### config.mk
export PLATFORM = sky130hd
export DESIGN_NAME = utf8_payload_validator_core_flat
export DESIGN_NICKNAME = d
export VERILOG_FILES = /design/src/u8v_pkg.sv /design/src/u8v_if.sv /design/src/u8v_front.sv /design/src/u8v_queue.sv /design/src/u8v_back.sv /design/src/utf8_payload_validator_core.sv /design/src/flat_wrapper.sv
export SDC_FILE = /design/constraint.sdc
export NUM_CORES = 1
export LEC_CHECK = 0
export ABC_AREA = 1
export BUFFER_PORTS_ARGS = -buffer_cell sky130_fd_sc_hd__buf_2
export CAP_MARGIN = 5
export CORE_ASPECT_RATIO = 0.8
export CORE_MARGIN = 2
export CORE_UTILIZATION = 65
export DETAILED_ROUTE_END_ITERATION = 16
export MAX_ROUTING_LAYER = met4
export PLACE_DENSITY = 0.86
export RECOVER_POWER = 50
export SKIP_LAST_GASP = 1
export SYNTH_ARGS = -nofsm -noshare
export SYNTH_HDL_FRONTEND = slang
export SYNTH_SLANG_ARGS = --single-unit
### constraint.sdc
create_clock -name i_clk -period 8.6 [get_ports i_clk]
set_clock_uncertainty 0.05 [all_clocks]
set_input_delay 1.29 -clock i_clk [delete_from_list [all_inputs] [get_ports i_clk]]
set_output_delay 1.29 -clock i_clk [all_outputs]
set_load 0.03 [all_outputs]
### src/u8v_pkg.sv
`timescale 1ns / 1ps

package u8v_pkg;

    localparam int COUNT_WIDTH_DEF = 32;
    localparam int QUEUE_DEPTH_DEF = 2;

    localparam int CFG_WIDTH  = 32;
    localparam int OUT_WIDTH  = 32;
    localparam logic [OUT_WIDTH-1:0] OUT_MAX = {OUT_WIDTH{1'b1}};
    localparam logic [CFG_WIDTH-1:0] MAX_LENGTH_RESET = {CFG_WIDTH{1'b1}};

    // verdict codes
    localparam logic [1:0] VERDICT_OK      = 2'd0;
    localparam logic [1:0] VERDICT_TOO_BIG = 2'd1;
    localparam logic [1:0] VERDICT_NUL     = 2'd2;
    localparam logic [1:0] VERDICT_INVALID = 2'd3;

    // allowed range of the next continuation byte
    localparam int RC_COUNT = 5;
    localparam logic [2:0] RC_ANY   = 3'd0;  // 80..BF
    localparam logic [2:0] RC_A0_BF = 3'd1;
    localparam logic [2:0] RC_80_9F = 3'd2;
    localparam logic [2:0] RC_90_BF = 3'd3;
    localparam logic [2:0] RC_80_8F = 3'd4;

    localparam logic [7:0] NUL_BYTE  = 8'h00;
    localparam logic [7:0] ASCII_HI  = 8'h7F;
    localparam logic [7:0] LEAD2_LO  = 8'hC2;
    localparam logic [7:0] LEAD2_HI  = 8'hDF;
    localparam logic [7:0] LEAD_E0   = 8'hE0;
    localparam logic [7:0] LEAD_E1   = 8'hE1;
    localparam logic [7:0] LEAD_ED   = 8'hED;
    localparam logic [7:0] LEAD_EF   = 8'hEF;
    localparam logic [7:0] LEAD_F0   = 8'hF0;
    localparam logic [7:0] LEAD_F1   = 8'hF1;
    localparam logic [7:0] LEAD_F3   = 8'hF3;
    localparam logic [7:0] LEAD_F4   = 8'hF4;
    localparam logic [7:0] CONT_LO   = 8'h80;
    localparam logic [7:0] CONT_8F   = 8'h8F;
    localparam logic [7:0] CONT_90   = 8'h90;
    localparam logic [7:0] CONT_9F   = 8'h9F;
    localparam logic [7:0] CONT_A0   = 8'hA0;
    localparam logic [7:0] CONT_HI   = 8'hBF;

    typedef struct packed {
        logic                is_nul;
        logic                last;
        logic [RC_COUNT-1:0] cont_ok;      // byte fits range class n
        logic                lead_bad;     // stray or illegal lead
        logic [1:0]          open_pending; // continuations a lead opens, 0 for none
        logic [2:0]          open_cls;     // range class of its second byte
    } t_byte_class;

    function automatic t_byte_class classify(input logic [7:0] b, input logic last);
        t_byte_class c;
        c = '0;
        c.last   = last;
        c.is_nul = (b == NUL_BYTE);
        c.cont_ok[RC_ANY]   = b inside {[CONT_LO:CONT_HI]};
        c.cont_ok[RC_A0_BF] = b inside {[CONT_A0:CONT_HI]};
        c.cont_ok[RC_80_9F] = b inside {[CONT_LO:CONT_9F]};
        c.cont_ok[RC_90_BF] = b inside {[CONT_90:CONT_HI]};
        c.cont_ok[RC_80_8F] = b inside {[CONT_LO:CONT_8F]};
        case (b) inside
            [NUL_BYTE:ASCII_HI]: begin
            end
            [LEAD2_LO:LEAD2_HI]: begin
                c.open_pending = 2'd1;
                c.open_cls     = RC_ANY;
            end
            LEAD_E0: begin
                c.open_pending = 2'd2;
                c.open_cls     = RC_A0_BF;
            end
            LEAD_ED: begin
                c.open_pending = 2'd2;
                c.open_cls     = RC_80_9F;
            end
            [LEAD_E1:LEAD_EF]: begin
                c.open_pending = 2'd2;
                c.open_cls     = RC_ANY;
            end
            LEAD_F0: begin
                c.open_pending = 2'd3;
                c.open_cls     = RC_90_BF;
            end
            LEAD_F4: begin
                c.open_pending = 2'd3;
                c.open_cls     = RC_80_8F;
            end
            [LEAD_F1:LEAD_F3]: begin
                c.open_pending = 2'd3;
                c.open_cls     = RC_ANY;
            end
            default: begin
                c.lead_bad = 1'b1;
            end
        endcase
        return c;
    endfunction

endpackage

### src/u8v_if.sv
`timescale 1ns / 1ps

interface u8v_byte_if;
    logic       valid;
    logic       ready;
    logic [7:0] data_byte;
    logic       last_byte;

    modport source (output valid, output data_byte, output last_byte, input ready);
    modport sink   (input valid, input data_byte, input last_byte, output ready);
endinterface

interface u8v_result_if;
    logic        valid;
    logic        ready;
    logic [1:0]  verdict;
    logic [31:0] fault_offset;
    logic [31:0] payload_length;

    modport source (output valid, output verdict, output fault_offset,
                    output payload_length, input ready);
    modport sink   (input valid, input verdict, input fault_offset,
                    input payload_length, output ready);
endinterface

interface u8v_cfg_if;
    logic        valid;
    logic        ready;
    logic [31:0] max_length;

    modport source (output valid, output max_length, input ready);
    modport sink   (input valid, input max_length, output ready);
endinterface

### src/u8v_front.sv
`timescale 1ns / 1ps

module u8v_front (
    u8v_byte_if.sink              i_in,
    input  logic                  i_wr_ready,
    output logic                  o_wr_valid,
    output u8v_pkg::t_byte_class  o_wr_data
);
    import u8v_pkg::*;

    // classify the byte on the way into the queue
    assign i_in.ready = i_wr_ready;
    assign o_wr_valid = i_in.valid;
    assign o_wr_data  = classify(i_in.data_byte, i_in.last_byte);

endmodule

### src/u8v_queue.sv
`timescale 1ns / 1ps

module u8v_queue #(
    parameter int DEPTH = u8v_pkg::QUEUE_DEPTH_DEF
) (
    input  logic                  i_clk,
    input  logic                  i_rst_n,
    input  logic                  i_wr_valid,
    input  u8v_pkg::t_byte_class  i_wr_data,
    output logic                  o_wr_ready,
    output logic                  o_rd_valid,
    output u8v_pkg::t_byte_class  o_rd_data,
    input  logic                  i_rd_en
);
    import u8v_pkg::*;

    localparam int PW = (DEPTH > 1) ? $clog2(DEPTH) : 1;
    localparam int CW = $clog2(DEPTH + 1);
    localparam logic [PW-1:0] LAST_PTR = PW'(DEPTH - 1);
    localparam logic [CW-1:0] FULL_CNT = CW'(DEPTH);

    t_byte_class   r_mem [DEPTH];
    logic [PW-1:0] r_wr_ptr;
    logic [PW-1:0] r_rd_ptr;
    logic [CW-1:0] r_cnt;
    logic          wr_en;
    logic          rd_en;

    assign o_wr_ready = (r_cnt != FULL_CNT);
    assign o_rd_valid = (r_cnt != '0);
    assign o_rd_data  = r_mem[r_rd_ptr];
    assign wr_en      = i_wr_valid && o_wr_ready;
    assign rd_en      = i_rd_en && o_rd_valid;

    always_ff @(posedge i_clk) begin
        if (wr_en) begin
            r_mem[r_wr_ptr] <= i_wr_data;
        end
    end

    always_ff @(posedge i_clk) begin
        if (!i_rst_n) begin
            r_wr_ptr <= '0;
            r_rd_ptr <= '0;
            r_cnt    <= '0;
        end else begin
            if (wr_en) begin
                r_wr_ptr <= (r_wr_ptr == LAST_PTR) ? '0 : r_wr_ptr + 1'b1;
            end
            if (rd_en) begin
                r_rd_ptr <= (r_rd_ptr == LAST_PTR) ? '0 : r_rd_ptr + 1'b1;
            end
            if (wr_en && !rd_en) begin
                r_cnt <= r_cnt + 1'b1;
            end else if (rd_en && !wr_en) begin
                r_cnt <= r_cnt - 1'b1;
            end
        end
    end

endmodule

### src/u8v_back.sv
`timescale 1ns / 1ps

module u8v_back #(
    parameter int COUNT_WIDTH = u8v_pkg::COUNT_WIDTH_DEF
) (
    input  logic                           i_clk,
    input  logic                           i_rst_n,
    input  logic [u8v_pkg::CFG_WIDTH-1:0]  i_max_length,
    input  logic                           i_rd_valid,
    input  u8v_pkg::t_byte_class           i_rd_data,
    output logic                           o_rd_en,
    u8v_result_if.source                   o_out
);
    import u8v_pkg::*;

    localparam int EXT_W = (COUNT_WIDTH > CFG_WIDTH) ? COUNT_WIDTH : CFG_WIDTH;
    localparam logic [COUNT_WIDTH-1:0] CNT_MAX = {COUNT_WIDTH{1'b1}};

    function automatic logic [OUT_WIDTH-1:0] clamp_out(input logic [COUNT_WIDTH-1:0] v);
        logic [EXT_W-1:0] ext;
        ext = EXT_W'(v);
        if (ext > EXT_W'(OUT_MAX)) begin
            return OUT_MAX;
        end
        return ext[OUT_WIDTH-1:0];
    endfunction

    logic [COUNT_WIDTH-1:0] r_count,    n_count;
    logic [1:0]             r_pending,  n_pending;
    logic [2:0]             r_cls,      n_cls;
    logic                   r_await,    n_await;
    logic [COUNT_WIDTH-1:0] r_lead,     n_lead;
    logic                   r_nul_seen, n_nul_seen;
    logic [COUNT_WIDTH-1:0] r_nul_off,  n_nul_off;
    logic                   r_bad_seen, n_bad_seen;
    logic [COUNT_WIDTH-1:0] r_bad_off,  n_bad_off;

    logic                   r_out_valid;
    logic [1:0]             r_verdict,  n_verdict;
    logic [OUT_WIDTH-1:0]   r_fault,    n_fault;
    logic [OUT_WIDTH-1:0]   r_length,   n_length;

    logic                   pop;
    logic                   fin;
    logic                   cont_ok;
    logic [2:0]             cur_cls;
    t_byte_class            c;

    assign c   = i_rd_data;
    // a last byte waits until the output register is free
    assign pop = i_rd_valid && (!c.last || !r_out_valid || o_out.ready);
    assign fin = pop && c.last;
    assign o_rd_en = pop;

    assign o_out.valid          = r_out_valid;
    assign o_out.verdict        = r_verdict;
    assign o_out.fault_offset   = r_fault;
    assign o_out.payload_length = r_length;

    always_comb begin
        cur_cls = r_await ? r_cls : RC_ANY;
        case (cur_cls)
            RC_ANY:   cont_ok = c.cont_ok[RC_ANY];
            RC_A0_BF: cont_ok = c.cont_ok[RC_A0_BF];
            RC_80_9F: cont_ok = c.cont_ok[RC_80_9F];
            RC_90_BF: cont_ok = c.cont_ok[RC_90_BF];
            RC_80_8F: cont_ok = c.cont_ok[RC_80_8F];
            default:  cont_ok = c.cont_ok[RC_ANY];
        endcase
    end

    always_comb begin
        n_count    = (r_count == CNT_MAX) ? r_count : r_count + 1'b1;
        n_pending  = r_pending;
        n_cls      = r_cls;
        n_await    = r_await;
        n_lead     = r_lead;
        n_nul_seen = r_nul_seen;
        n_nul_off  = r_nul_off;
        n_bad_seen = r_bad_seen;
        n_bad_off  = r_bad_off;

        if (c.is_nul && !r_nul_seen) begin
            n_nul_seen = 1'b1;
            n_nul_off  = r_count;
        end

        if (r_pending != 2'd0) begin
            n_await = 1'b0;
            if (cont_ok) begin
                n_pending = r_pending - 2'd1;
            end else begin
                // drop the open sequence, fault at its lead
                n_pending = 2'd0;
                if (!r_bad_seen) begin
                    n_bad_seen = 1'b1;
                    n_bad_off  = r_lead;
                end
            end
        end else if (c.open_pending != 2'd0) begin
            n_pending = c.open_pending;
            n_cls     = c.open_cls;
            n_await   = 1'b1;
            n_lead    = r_count;
        end else if (c.lead_bad && !r_bad_seen) begin
            n_bad_seen = 1'b1;
            n_bad_off  = r_count;
        end

        // truncated sequence at the end of the payload
        if (c.last && n_pending != 2'd0 && !n_bad_seen) begin
            n_bad_seen = 1'b1;
            n_bad_off  = n_lead;
        end

        n_fault = '0;
        if (EXT_W'(n_count) > EXT_W'(i_max_length)) begin
            n_verdict = VERDICT_TOO_BIG;
        end else if (n_nul_seen) begin
            n_verdict = VERDICT_NUL;
            n_fault   = clamp_out(n_nul_off);
        end else if (n_bad_seen) begin
            n_verdict = VERDICT_INVALID;
            n_fault   = clamp_out(n_bad_off);
        end else begin
            n_verdict = VERDICT_OK;
        end
        n_length = clamp_out(n_count);
    end

    always_ff @(posedge i_clk) begin
        if (!i_rst_n) begin
            r_count     <= '0;
            r_pending   <= '0;
            r_cls       <= RC_ANY;
            r_await     <= 1'b0;
            r_lead      <= '0;
            r_nul_seen  <= 1'b0;
            r_nul_off   <= '0;
            r_bad_seen  <= 1'b0;
            r_bad_off   <= '0;
            r_out_valid <= 1'b0;
        end else begin
            if (fin) begin
                // start the next payload clean
                r_count    <= '0;
                r_pending  <= '0;
                r_cls      <= RC_ANY;
                r_await    <= 1'b0;
                r_lead     <= '0;
                r_nul_seen <= 1'b0;
                r_nul_off  <= '0;
                r_bad_seen <= 1'b0;
                r_bad_off  <= '0;
            end else if (pop) begin
                r_count    <= n_count;
                r_pending  <= n_pending;
                r_cls      <= n_cls;
                r_await    <= n_await;
                r_lead     <= n_lead;
                r_nul_seen <= n_nul_seen;
                r_nul_off  <= n_nul_off;
                r_bad_seen <= n_bad_seen;
                r_bad_off  <= n_bad_off;
            end
            if (fin) begin
                r_out_valid <= 1'b1;
            end else if (o_out.ready) begin
                r_out_valid <= 1'b0;
            end
        end
    end

    always_ff @(posedge i_clk) begin
        if (fin) begin
            r_verdict <= n_verdict;
            r_fault   <= n_fault;
            r_length  <= n_length;
        end
    end

endmodule

### src/utf8_payload_validator_core.sv
`timescale 1ns / 1ps
// Channel  Dir  Fields                                   Transfer
// i_in     in   data_byte[7:0], last_byte                valid && ready
// o_out    out  verdict[1:0], fault_offset[31:0],        valid && ready
//               payload_length[31:0]
// i_cfg    in   max_length[31:0]                         valid && ready (ready always high)
//
// One byte a cycle sustained while o_out accepts results. A byte lands in the classify
// queue the cycle it is transferred and is folded into the payload state when it leaves
// the queue; the result of a last byte shows on o_out the cycle after it leaves the queue.
// The output register stalls only last bytes; bytes queued behind a stalled last byte wait.
// Reset is synchronous, active low: empties the queue, clears payload state, and
// sets max_length to all ones.

module utf8_payload_validator_core #(
    parameter int COUNT_WIDTH = u8v_pkg::COUNT_WIDTH_DEF,
    parameter int QUEUE_DEPTH = u8v_pkg::QUEUE_DEPTH_DEF
) (
    input  logic         i_clk,
    input  logic         i_rst_n,
    u8v_byte_if.sink     i_in,
    u8v_result_if.source o_out,
    u8v_cfg_if.sink      i_cfg
);
    import u8v_pkg::*;

    logic [CFG_WIDTH-1:0] r_max_length;
    logic                 wr_valid;
    logic                 wr_ready;
    t_byte_class          wr_data;
    logic                 rd_valid;
    logic                 rd_en;
    t_byte_class          rd_data;

    assign i_cfg.ready = 1'b1;

    always_ff @(posedge i_clk) begin
        if (!i_rst_n) begin
            r_max_length <= MAX_LENGTH_RESET;
        end else if (i_cfg.valid) begin
            r_max_length <= i_cfg.max_length;
        end
    end

    u8v_front u_front (
        .i_in       (i_in),
        .i_wr_ready (wr_ready),
        .o_wr_valid (wr_valid),
        .o_wr_data  (wr_data)
    );

    u8v_queue #(
        .DEPTH (QUEUE_DEPTH)
    ) u_queue (
        .i_clk      (i_clk),
        .i_rst_n    (i_rst_n),
        .i_wr_valid (wr_valid),
        .i_wr_data  (wr_data),
        .o_wr_ready (wr_ready),
        .o_rd_valid (rd_valid),
        .o_rd_data  (rd_data),
        .i_rd_en    (rd_en)
    );

    u8v_back #(
        .COUNT_WIDTH (COUNT_WIDTH)
    ) u_back (
        .i_clk        (i_clk),
        .i_rst_n      (i_rst_n),
        .i_max_length (r_max_length),
        .i_rd_valid   (rd_valid),
        .i_rd_data    (rd_data),
        .o_rd_en      (rd_en),
        .o_out        (o_out)
    );

endmodule
### src/flat_wrapper.sv
// flat-port wrapper written by rule: the top's interface ports become plain ports
module utf8_payload_validator_core_flat import u8v_pkg::*;
#(
    parameter int COUNT_WIDTH = u8v_pkg::COUNT_WIDTH_DEF,
    parameter int QUEUE_DEPTH = u8v_pkg::QUEUE_DEPTH_DEF
)
  (i_clk, i_rst_n, i_in_valid, i_in_data_byte, i_in_last_byte, i_in_ready, o_out_valid, o_out_verdict, o_out_fault_offset, o_out_payload_length, o_out_ready, i_cfg_valid, i_cfg_max_length, i_cfg_ready);
  u8v_byte_if i_in_i ();
  u8v_result_if o_out_i ();
  u8v_cfg_if i_cfg_i ();
  input  logic i_clk;
  input  logic i_rst_n;
  input wire logic [$bits(i_in_i.valid)-1:0] i_in_valid;
  input wire logic [$bits(i_in_i.data_byte)-1:0] i_in_data_byte;
  input wire logic [$bits(i_in_i.last_byte)-1:0] i_in_last_byte;
  output wire logic [$bits(i_in_i.ready)-1:0] i_in_ready;
  output wire logic [$bits(o_out_i.valid)-1:0] o_out_valid;
  output wire logic [$bits(o_out_i.verdict)-1:0] o_out_verdict;
  output wire logic [$bits(o_out_i.fault_offset)-1:0] o_out_fault_offset;
  output wire logic [$bits(o_out_i.payload_length)-1:0] o_out_payload_length;
  input wire logic [$bits(o_out_i.ready)-1:0] o_out_ready;
  input wire logic [$bits(i_cfg_i.valid)-1:0] i_cfg_valid;
  input wire logic [$bits(i_cfg_i.max_length)-1:0] i_cfg_max_length;
  output wire logic [$bits(i_cfg_i.ready)-1:0] i_cfg_ready;
  assign i_in_i.valid = i_in_valid;
  assign i_in_i.data_byte = i_in_data_byte;
  assign i_in_i.last_byte = i_in_last_byte;
  assign i_in_ready = i_in_i.ready;
  assign o_out_valid = o_out_i.valid;
  assign o_out_verdict = o_out_i.verdict;
  assign o_out_fault_offset = o_out_i.fault_offset;
  assign o_out_payload_length = o_out_i.payload_length;
  assign o_out_i.ready = o_out_ready;
  assign i_cfg_i.valid = i_cfg_valid;
  assign i_cfg_i.max_length = i_cfg_max_length;
  assign i_cfg_ready = i_cfg_i.ready;
  utf8_payload_validator_core #(.COUNT_WIDTH(COUNT_WIDTH), .QUEUE_DEPTH(QUEUE_DEPTH)) u_core (.i_clk(i_clk), .i_rst_n(i_rst_n), .i_in(i_in_i), .o_out(o_out_i), .i_cfg(i_cfg_i));
endmodule
==> qor.csv, run 1 <==
metric;value;unit
RSZ-0062 raised after global routing;no;
worst hold path class;flop to flop;
most congested layer reported by global routing;met1;
insertion delay to the later sink of the worst-skew pair;0.54;ns
setup fix buffers added after clock tree synthesis;0;
pin count of the biggest net entering global routing;109;
hpwl dp;24820;µm
overall fraction of global-route tracks in use;34.38;%
data required time of the worst path;8.98;ns
achievable frequency;0.1949;GHz
reported max-cap violation count;0;
routing usage on met1;50.77;%
worst r2r path cells;14;
syn avg cell area;7.291;µm²
CTS tree;done;
area enclosed by the die boundary;22650;µm²
final RePlAce weighted congestion;0.9358;
Initial Utilization;66.81;%
core area;20880;µm²
met2 Use GR;48.37;%
num rows;47;
total vias in the final route;13340;
hold_buf cts;0;
flip-flop and latch count after synthesis;266;
standard cell with the maximum stage delay on the critical path;sky130_fd_sc_hd__buf_4;
reg-to-reg critical path endpoint;u_core.u_back.r_count[25]$_SDFFE_PP0P_;
M3 GR Usage;6.887;%
CP peak stage delay;0.87;ns
via count of the first global-routing pass;11790;
Post-Syn Instances;1913;
input/output buffers;113;
maximum buffer depth of the clock tree;3;
max_slew headroom;21.51;%
register area;6246;µm²
Final Max Tran Viols;0;
setup_tns;0;ns
startpoint types;flop;
sinks on the clock net;266;
number of top-level design ports;115;
number of different library cells in the post-synthesis netlist;41;
run status;finished, final reports clean;
filler cell count;1651;
number of nets produced by synthesis;1994;
number of DRC markers after the initial detailed-route iteration;1987;
Die X-Extent;167.8;µm
Max H-tree Level;1;
total CTS buffers;26;
total wire length;38510;µm
clock input transition at the sequential cells of the worst setup and hold paths;0.07;ns
post_cts resized;0;
Hold Path Stages;2;
part of the Yosys area used for sequential elements;44.78;%
synthesized cell area;13950;µm²
cell chain of the critical path;inv_1 > or2_1 > o21ai_0 > clkinv_1 > nand3_1 > o21ai_0 > buf_4 > inv_1 > nand2_1 > nand2_1 > buf_4 > a21oi_1 > o21ai_0 > inv_1;
area growth from synthesis to final layout;9.500;%
global-route wire length before repair;61000;µm
fraction of layout instances using a drive strength above 1;5.817;%
residual DRC count;0;
worst slew pin tran;1.177;ns
number of antenna repair diodes;0;
Min Clock Period, post-route;5.130;ns
Min-Delay Startpoint;u_core.u_back.r_nul_off[28]$_SDFFE_PP0P_;
count of nets after finishing;2038;
crit path capture type;flop;
final number of setup-violating endpoints;0;
root buf cell;sky130_fd_sc_hd__clkbuf_16;
type of the worst setup path;flop to flop;
area used by multi-input combinational logic;6415;µm²
number of warnings issued by yosys;0;
number of search-and-repair iterations in the first detailed-routing pass;6;
setup slack of the most critical reg-to-reg path;3.47;ns
WP data arrival;5.51;ns
hold path endpoint;u_core.u_back.r_nul_off[28]$_SDFFE_PP0P_;
antenna violations before repair;0;
vias per inst;5.940;
GRT overflow;0;
Die Ht;135.0;µm
remaining antenna violation count after routing;0;
post-route fraction of the period consumed by the critical path;59.65;%
Final Hold Viols;0;
worst-path fanout max;95;
wire length per cell;17.15;µm
how the worst max path moves through the flow:
stage	to	slack (ns)	cells after the start
finish	u_core.u_back.r_count[25]$_SDFFE_PP0P_	3.47	14
global route	u_core.u_back.r_count[18]$_SDFFE_PP0P_	3.05	14
CTS	u_core.u_back.o_out.verdict[1]$_SDFFCE_PN0P_	3.74	22
detailed placement	u_core.u_back.o_out.verdict[1]$_SDFFCE_PN0P_	3.74	22
global placement	u_core.u_back.o_out.verdict[1]$_SDFFCE_PN0P_	3.99	22
floorplan	u_core.u_back.o_out.fault_offset[0]$_SDFFCE_PN0P_	4.89	21
cell families after synthesis:
group | share of synthesized area (%)
fa+ha+maj | 3.140
buf+inv | 9.267
simple gates | 25.47
other cells | 0.02689
compound gates | 15.81
xor+xnor | 1.507
flops | 44.78
metrics by stage:
step,instance area [µm²],std cells,utilization (%),worst slack (ns),hold slack [ns]
2_1_floorplan,13950,1913,-,4.891,0.3755
3_3_place_gp,14500,2197,69.48,3.992,0.3833
3_5_place_dp,14500,2197,69.48,3.742,0.4027
4_1_cts,15350,2245,73.55,3.745,0.4125
5_1_grt,15270,2246,73.16,3.050,0.4317
6_report,15270,2246,73.16,3.470,0.4126
state kept, by name, summed over array words and instances, names as in the netlist, 3 cells and up, named ones only:
register / cells
u_core.u_back.o_out.payload_length: 32
u_core.r_max_length: 32
u_core.u_back.r_cls: 3
u_core.u_back.r_nul_off: 32
u_core.u_back.r_bad_off: 32
u_core.u_back.o_out.fault_offset: 32
u_core.u_back.r_lead: 32
u_core.u_back.r_count: 32
u_core.u_queue.r_mem: 26
layer usage:
metal	part of all wire [%]	up-vias
met2	41	799
met4	1.8	0
met5	0	-
met1	44	6069
met3	13	70
li1	-	6404
layout by cell type (no fill, tap or decap), drive strengths merged:
| cell | count |
|---|---|
| o21a | 1 |
| inv | 211 |
| nor3b | 1 |
| o21ai | 172 |
| edfxtp | 92 |
| o211ai | 36 |
| conb | 1 |
| or2 | 9 |
| nor2 | 126 |
| o21bai | 1 |
| nand3 | 121 |
| a211oi | 14 |
| a21boi | 1 |
| ha | 35 |
| a31oi | 4 |
| and2 | 2 |
| xor2 | 23 |
| a21oi | 179 |
| bufinv | 1 |
| nand4 | 46 |
| nand2 | 520 |
| nor3 | 18 |
| nand3b | 1 |
| clkbuf | 106 |
| buf | 58 |
| clkinv | 16 |
| xnor2 | 1 |
| o221ai | 1 |
| nor4 | 6 |
| dfxtp | 174 |
worst max-delay path, delay by kind of cell (launching register included):
family          cells  cell delay (ns)
buf+inv             6             2.32
flops               1             0.64
simple gates        4             1.39
compound gates      4             0.58
cell type report:
type                       count  area share, %
inverter                     215          5.284
tap                          269          2.204
clock buffer                  35          4.957
clock inverter                13         0.6145
sequential                   266          40.90
timing repair buffer         129          4.039
multi-input combinational   1319          42.00
synth_stat cells:
cell | count | share of area (%)
sky130_fd_sc_hd__o21ai_0 | 167 | 6.0
sky130_fd_sc_hd__clkinv_1 | 3 | 0.081
sky130_fd_sc_hd__or2_2 | 5 | 0.22
sky130_fd_sc_hd__nor4_1 | 6 | 0.27
sky130_fd_sc_hd__or2_0 | 1 | 0.045
sky130_fd_sc_hd__inv_2 | 5 | 0.13
sky130_fd_sc_hd__xnor2_1 | 1 | 0.063
sky130_fd_sc_hd__buf_4 | 4 | 0.22
sky130_fd_sc_hd__ha_1 | 35 | 3.1
sky130_fd_sc_hd__nand3b_1 | 1 | 0.054
sky130_fd_sc_hd__xor2_1 | 23 | 1.4
sky130_fd_sc_hd__nand3_1 | 119 | 4.3
sky130_fd_sc_hd__a21boi_0 | 1 | 0.054
sky130_fd_sc_hd__nand4_1 | 46 | 2.1
sky130_fd_sc_hd__or2_1 | 3 | 0.13
sky130_fd_sc_hd__nand2_2 | 1 | 0.045
sky130_fd_sc_hd__nand2_1 | 519 | 14
sky130_fd_sc_hd__clkbuf_1 | 59 | 1.6
sky130_fd_sc_hd__buf_2 | 37 | 1.3
sky130_fd_sc_hd__o211ai_2 | 1 | 0.090
sky130_fd_sc_hd__nor2_1 | 124 | 3.3
sky130_fd_sc_hd__nor2_4 | 1 | 0.081
sky130_fd_sc_hd__o21bai_1 | 1 | 0.054
sky130_fd_sc_hd__and2_1 | 2 | 0.090
sky130_fd_sc_hd__edfxtp_1 | 92 | 20
sky130_fd_sc_hd__nor3_1 | 18 | 0.65
sky130_fd_sc_hd__dfxtp_1 | 174 | 25
sky130_fd_sc_hd__inv_1 | 207 | 5.6
sky130_fd_sc_hd__o211ai_1 | 35 | 1.9
sky130_fd_sc_hd__o21ai_1 | 5 | 0.18
sky130_fd_sc_hd__a31oi_1 | 4 | 0.18
sky130_fd_sc_hd__nand3_2 | 2 | 0.14
sky130_fd_sc_hd__nor2_2 | 1 | 0.045
sky130_fd_sc_hd__buf_1 | 13 | 0.35
sky130_fd_sc_hd__conb_1 | 1 | 0.027
sky130_fd_sc_hd__o21a_1 | 1 | 0.054
sky130_fd_sc_hd__a21oi_4 | 1 | 0.12
sky130_fd_sc_hd__a21oi_1 | 178 | 6.4
sky130_fd_sc_hd__o221ai_1 | 1 | 0.063
sky130_fd_sc_hd__nor3b_1 | 1 | 0.054
sky130_fd_sc_hd__a211oi_1 | 14 | 0.75
Power of run 1 is left out: the tool's default activity adds up to more than one toggle a clock period on the data nets, which glitch-free logic cannot reach.
==> inputs of run 2 (changes only) <==
--- a/config.mk
+++ b/config.mk
@@ -10,10 +10,10 @@
 export CAP_MARGIN = 5
 export CORE_ASPECT_RATIO = 0.8
 export CORE_MARGIN = 2
-export CORE_UTILIZATION = 65
+export CORE_UTILIZATION = 61
 export DETAILED_ROUTE_END_ITERATION = 16
 export MAX_ROUTING_LAYER = met4
-export PLACE_DENSITY = 0.86
+export PLACE_DENSITY = 0.81
 export RECOVER_POWER = 50
 export SKIP_LAST_GASP = 1
 export SYNTH_ARGS = -nofsm -noshare
==> constraint.sdc (replaced) <==
create_clock -name i_clk -period 5.3 [get_ports i_clk]
set_clock_uncertainty 0.05 [all_clocks]
set_input_delay 0.795 -clock i_clk [delete_from_list [all_inputs] [get_ports i_clk]]
set_output_delay 0.795 -clock i_clk [all_outputs]
set_load 0.03 [all_outputs]
==> run 2 against run 1 <==
Compared with the run above:
- the flow now finishes with violations (capacitance limit, slew limit)
- die area up 6.4%
- worst hold slack worse by 0.0069 ns
- sequential cell count unchanged
- via count down 0.72%
- maximum frequency up 11%
- utilization down 4.3 points
- critical path depth up 9
- largest cell class unchanged
- routed wire length up 0.21%
- count of clock-buffer cells in the layout down 7
- design area up 1.1%
- non-clock buffer count up 2
- sequential share of layout area down 0.46 points
==> qor.csv, run 2 (synthesis results as in run 1) <==
metric;value;unit;change
run status;finished, violations left;;
violations in the final reports;capacitance limit, slew limit;;
hold_buf cts;0;;unchanged
area enclosed by the die boundary;24100;µm²;+6.4%
most common cell after layout, fill and taps aside;sky130_fd_sc_hd__nand2_1;;
launch point of the worst path;u_core.u_back.r_count[0]$_SDFFE_PP0P_;;
count of nets after finishing;2041;;+0.15%
worst r2r path cells;23;;+9
pin count of the biggest net entering global routing;102;;-6.4%
achievable frequency;0.2154;GHz;+11%
data required time of the worst path;5.56;ns;-3.42 ns
WP data arrival;4.90;ns;-0.61 ns
share of the core filled with cells;68.84;%;-4.3 points
Die Ht;139.2;µm;+3.1%
hpwl dp;24760;µm;-0.25%
startpoint types;flop;;
setup fix buffers added after clock tree synthesis;0;;unchanged
residual DRC count;0;;unchanged
Min Clock Period, post-route;4.642;ns;-0.4885 ns
fraction of layout instances using a drive strength above 1;6.259;%;+0.44 points
total vias in the final route;13250;;-0.72%
num rows;49;;+4.3%
number of DRC markers after the initial detailed-route iteration;1723;;-13%
wire length per cell;16.87;µm;-1.6%
Max H-tree Level;1;;unchanged
Die X-Extent;173.1;µm;+3.2%
area growth from synthesis to final layout;10.75;%;
total CTS buffers;27;;+3.8%
leading cell types in the layout, fill and taps excluded;518 x sky130_fd_sc_hd__nand2_1, 209 x sky130_fd_sc_hd__inv_1, 177 x sky130_fd_sc_hd__a21oi_1;;
Final Hold Viols;0;;unchanged
reg-to-reg critical path endpoint;u_core.u_back.o_out.verdict[1]$_SDFFCE_PN0P_;;
sinks on the clock net;266;;unchanged
Initial Utilization;62.16;%;-4.7 points
standard cell with the maximum stage delay on the critical path;sky130_fd_sc_hd__dfxtp_1;;
CP peak stage delay;0.46;ns;-0.41 ns
number of search-and-repair iterations in the first detailed-routing pass;6;;unchanged
worst-path fanout max;34;;-64%
root buf cell;sky130_fd_sc_hd__clkbuf_16;;
via count of the first global-routing pass;11760;;-0.24%
worst setup path endpoint;u_core.u_back.o_out.verdict[1]$_SDFFCE_PN0P_;;
post_cts resized;0;;unchanged
input/output buffers;113;;unchanged
RSZ-0062 raised after global routing;no;;
final RePlAce weighted congestion;0.9330;;-0.30%
vias per inst;5.792;;-2.5%
worst slew pin tran;2.119;ns;+0.9414 ns
final number of setup-violating endpoints;0;;unchanged
cell chain of the critical path;ha_1 > nand3_1 > or2_2 > nor2_1 > nand3_1 > inv_1 > nand4_1 > clkbuf_1 > or2_0 > nand2_1 > inv_1 > ha_1 > o21bai_1 > a21boi_0 > o211ai_1 > nand2_1 > nand2_1 > nand2_1 > a21oi_2 > buf_12 > inv_1 > nand2_1 > inv_1;;
CTS tree;done;;
overall fraction of global-route tracks in use;32.17;%;-2.2 points
GRT overflow;0;;unchanged
number of top-level design ports;115;;unchanged
core area;22440;µm²;+7.5%
crit path capture type;flop;;
clock input transition at the sequential cells of the worst setup and hold paths;0.06;ns;about the same
global-route wire length before repair;61350;µm;+0.59%
type of the worst setup path;flop to flop;;
filler cell count;1909;;+16%
remaining antenna violation count after routing;0;;unchanged
most frequent cell on the critical path;sky130_fd_sc_hd__nand2_1;;
reported max-cap violation count;2;;+2
worst hold path class;input pin to flop;;
post-route fraction of the period consumed by the critical path;87.58;%;+28 points
FF-to-FF Start;u_core.u_back.r_count[0]$_SDFFE_PP0P_;;
antenna violations before repair;0;;unchanged
total wire length;38590;µm;+0.21%
maximum buffer depth of the clock tree;3;;unchanged
number of antenna repair diodes;0;;unchanged
insertion delay to the later sink of the worst-skew pair;0.55;ns;about the same
setup_tns;0;ns;unchanged
setup slack of the most critical reg-to-reg path;0.66;ns;-2.81 ns
Final Max Tran Viols;197;;+197
max_slew headroom;-41.25;%;-63 points
-- run 2: cell types whose count changed in the layout (fill, tap and decap cells not counted), sizes merged --
| cell | previous run | this run |
|---|---|---|
| buf | 58 | 55 |
| bufinv | 1 | 6 |
| clkbuf | 106 | 104 |
| clkinv | 16 | 12 |
| clkinvlp | 0 | 5 |
| inv | 211 | 214 |
-- run 2: how the worst min path moves through the flow --
stage / cells past startpoint / slack, ns / end / from
4_1_cts: 1 / 0.38 / u_core.u_queue.r_mem[0][11]$_DFFE_PP_ / i_in_last_byte
3_3_place_gp: 1 / 0.38 / flop / u_core.u_queue.r_rd_ptr$_SDFFE_PN0P_
6_report: 1 / 0.41 / u_core.u_queue.r_mem[1][11]$_DFFE_PP_ / i_in_last_byte
3_5_place_dp: 2 / 0.40 / u_core.u_back.r_nul_off[13]$_SDFFE_PP0P_ / u_core.u_back.r_nul_off[13]$_SDFFE_PP0P_
5_1_grt: 3 / 0.41 / u_core.r_max_length[17]$_SDFFE_PN1P_ / i_cfg_max_length[17]
2_1_floorplan: 1 / 0.38 / flop / u_core.u_queue.r_rd_ptr$_SDFFE_PN0P_
-- run 2: final cells by class --
| type | count | area [µm²] | share of cell area (%) |
|---|---|---|---|
| Timing Repair Buffer | 131 | 613.1 | 3.969 |
| Clock buffer | 28 | 679.4 | 4.399 |
| Clock inverter | 22 | 292.8 | 1.896 |
| Inverter | 215 | 807.0 | 5.225 |
| Multi-Input combinational cell | 1319 | 6425 | 41.60 |
| Tap cell | 306 | 382.9 | 2.479 |
| Sequential cell | 266 | 6246 | 40.44 |
-- run 2: through the flow --
stage	worst slack, ns	cells	cell area [µm²]	hold slack, ns
after floorplan	1.591	1913	13950	0.3755
final	0.6583	2287	15450	0.4057
after CTS	0.8722	2287	15560	0.3815
after global routing	0.3228	2287	15450	0.4124
after global placement	1.203	2237	14590	0.3825
after detailed placement	0.8851	2237	14590	0.4045
-- run 2: routing by layer --
metal	GRT usage, %	routed length [µm]	vias up
li1	-	-	6416
met1	47.46	17160	5989
met2	45.52	15550	754
met3	6.066	5005	87
met4	7.895	867	0
met5	-	0	-
-- run 2: critical path, delay by kind of cell (launching register included) --
family,cells,cell delay (ns)
compound gates,4,0.64
fa+ha+maj,2,0.43
buf+inv,6,0.88
flops,1,0.46
simple gates,11,1.90
Power of run 2 is left out for the same reason.
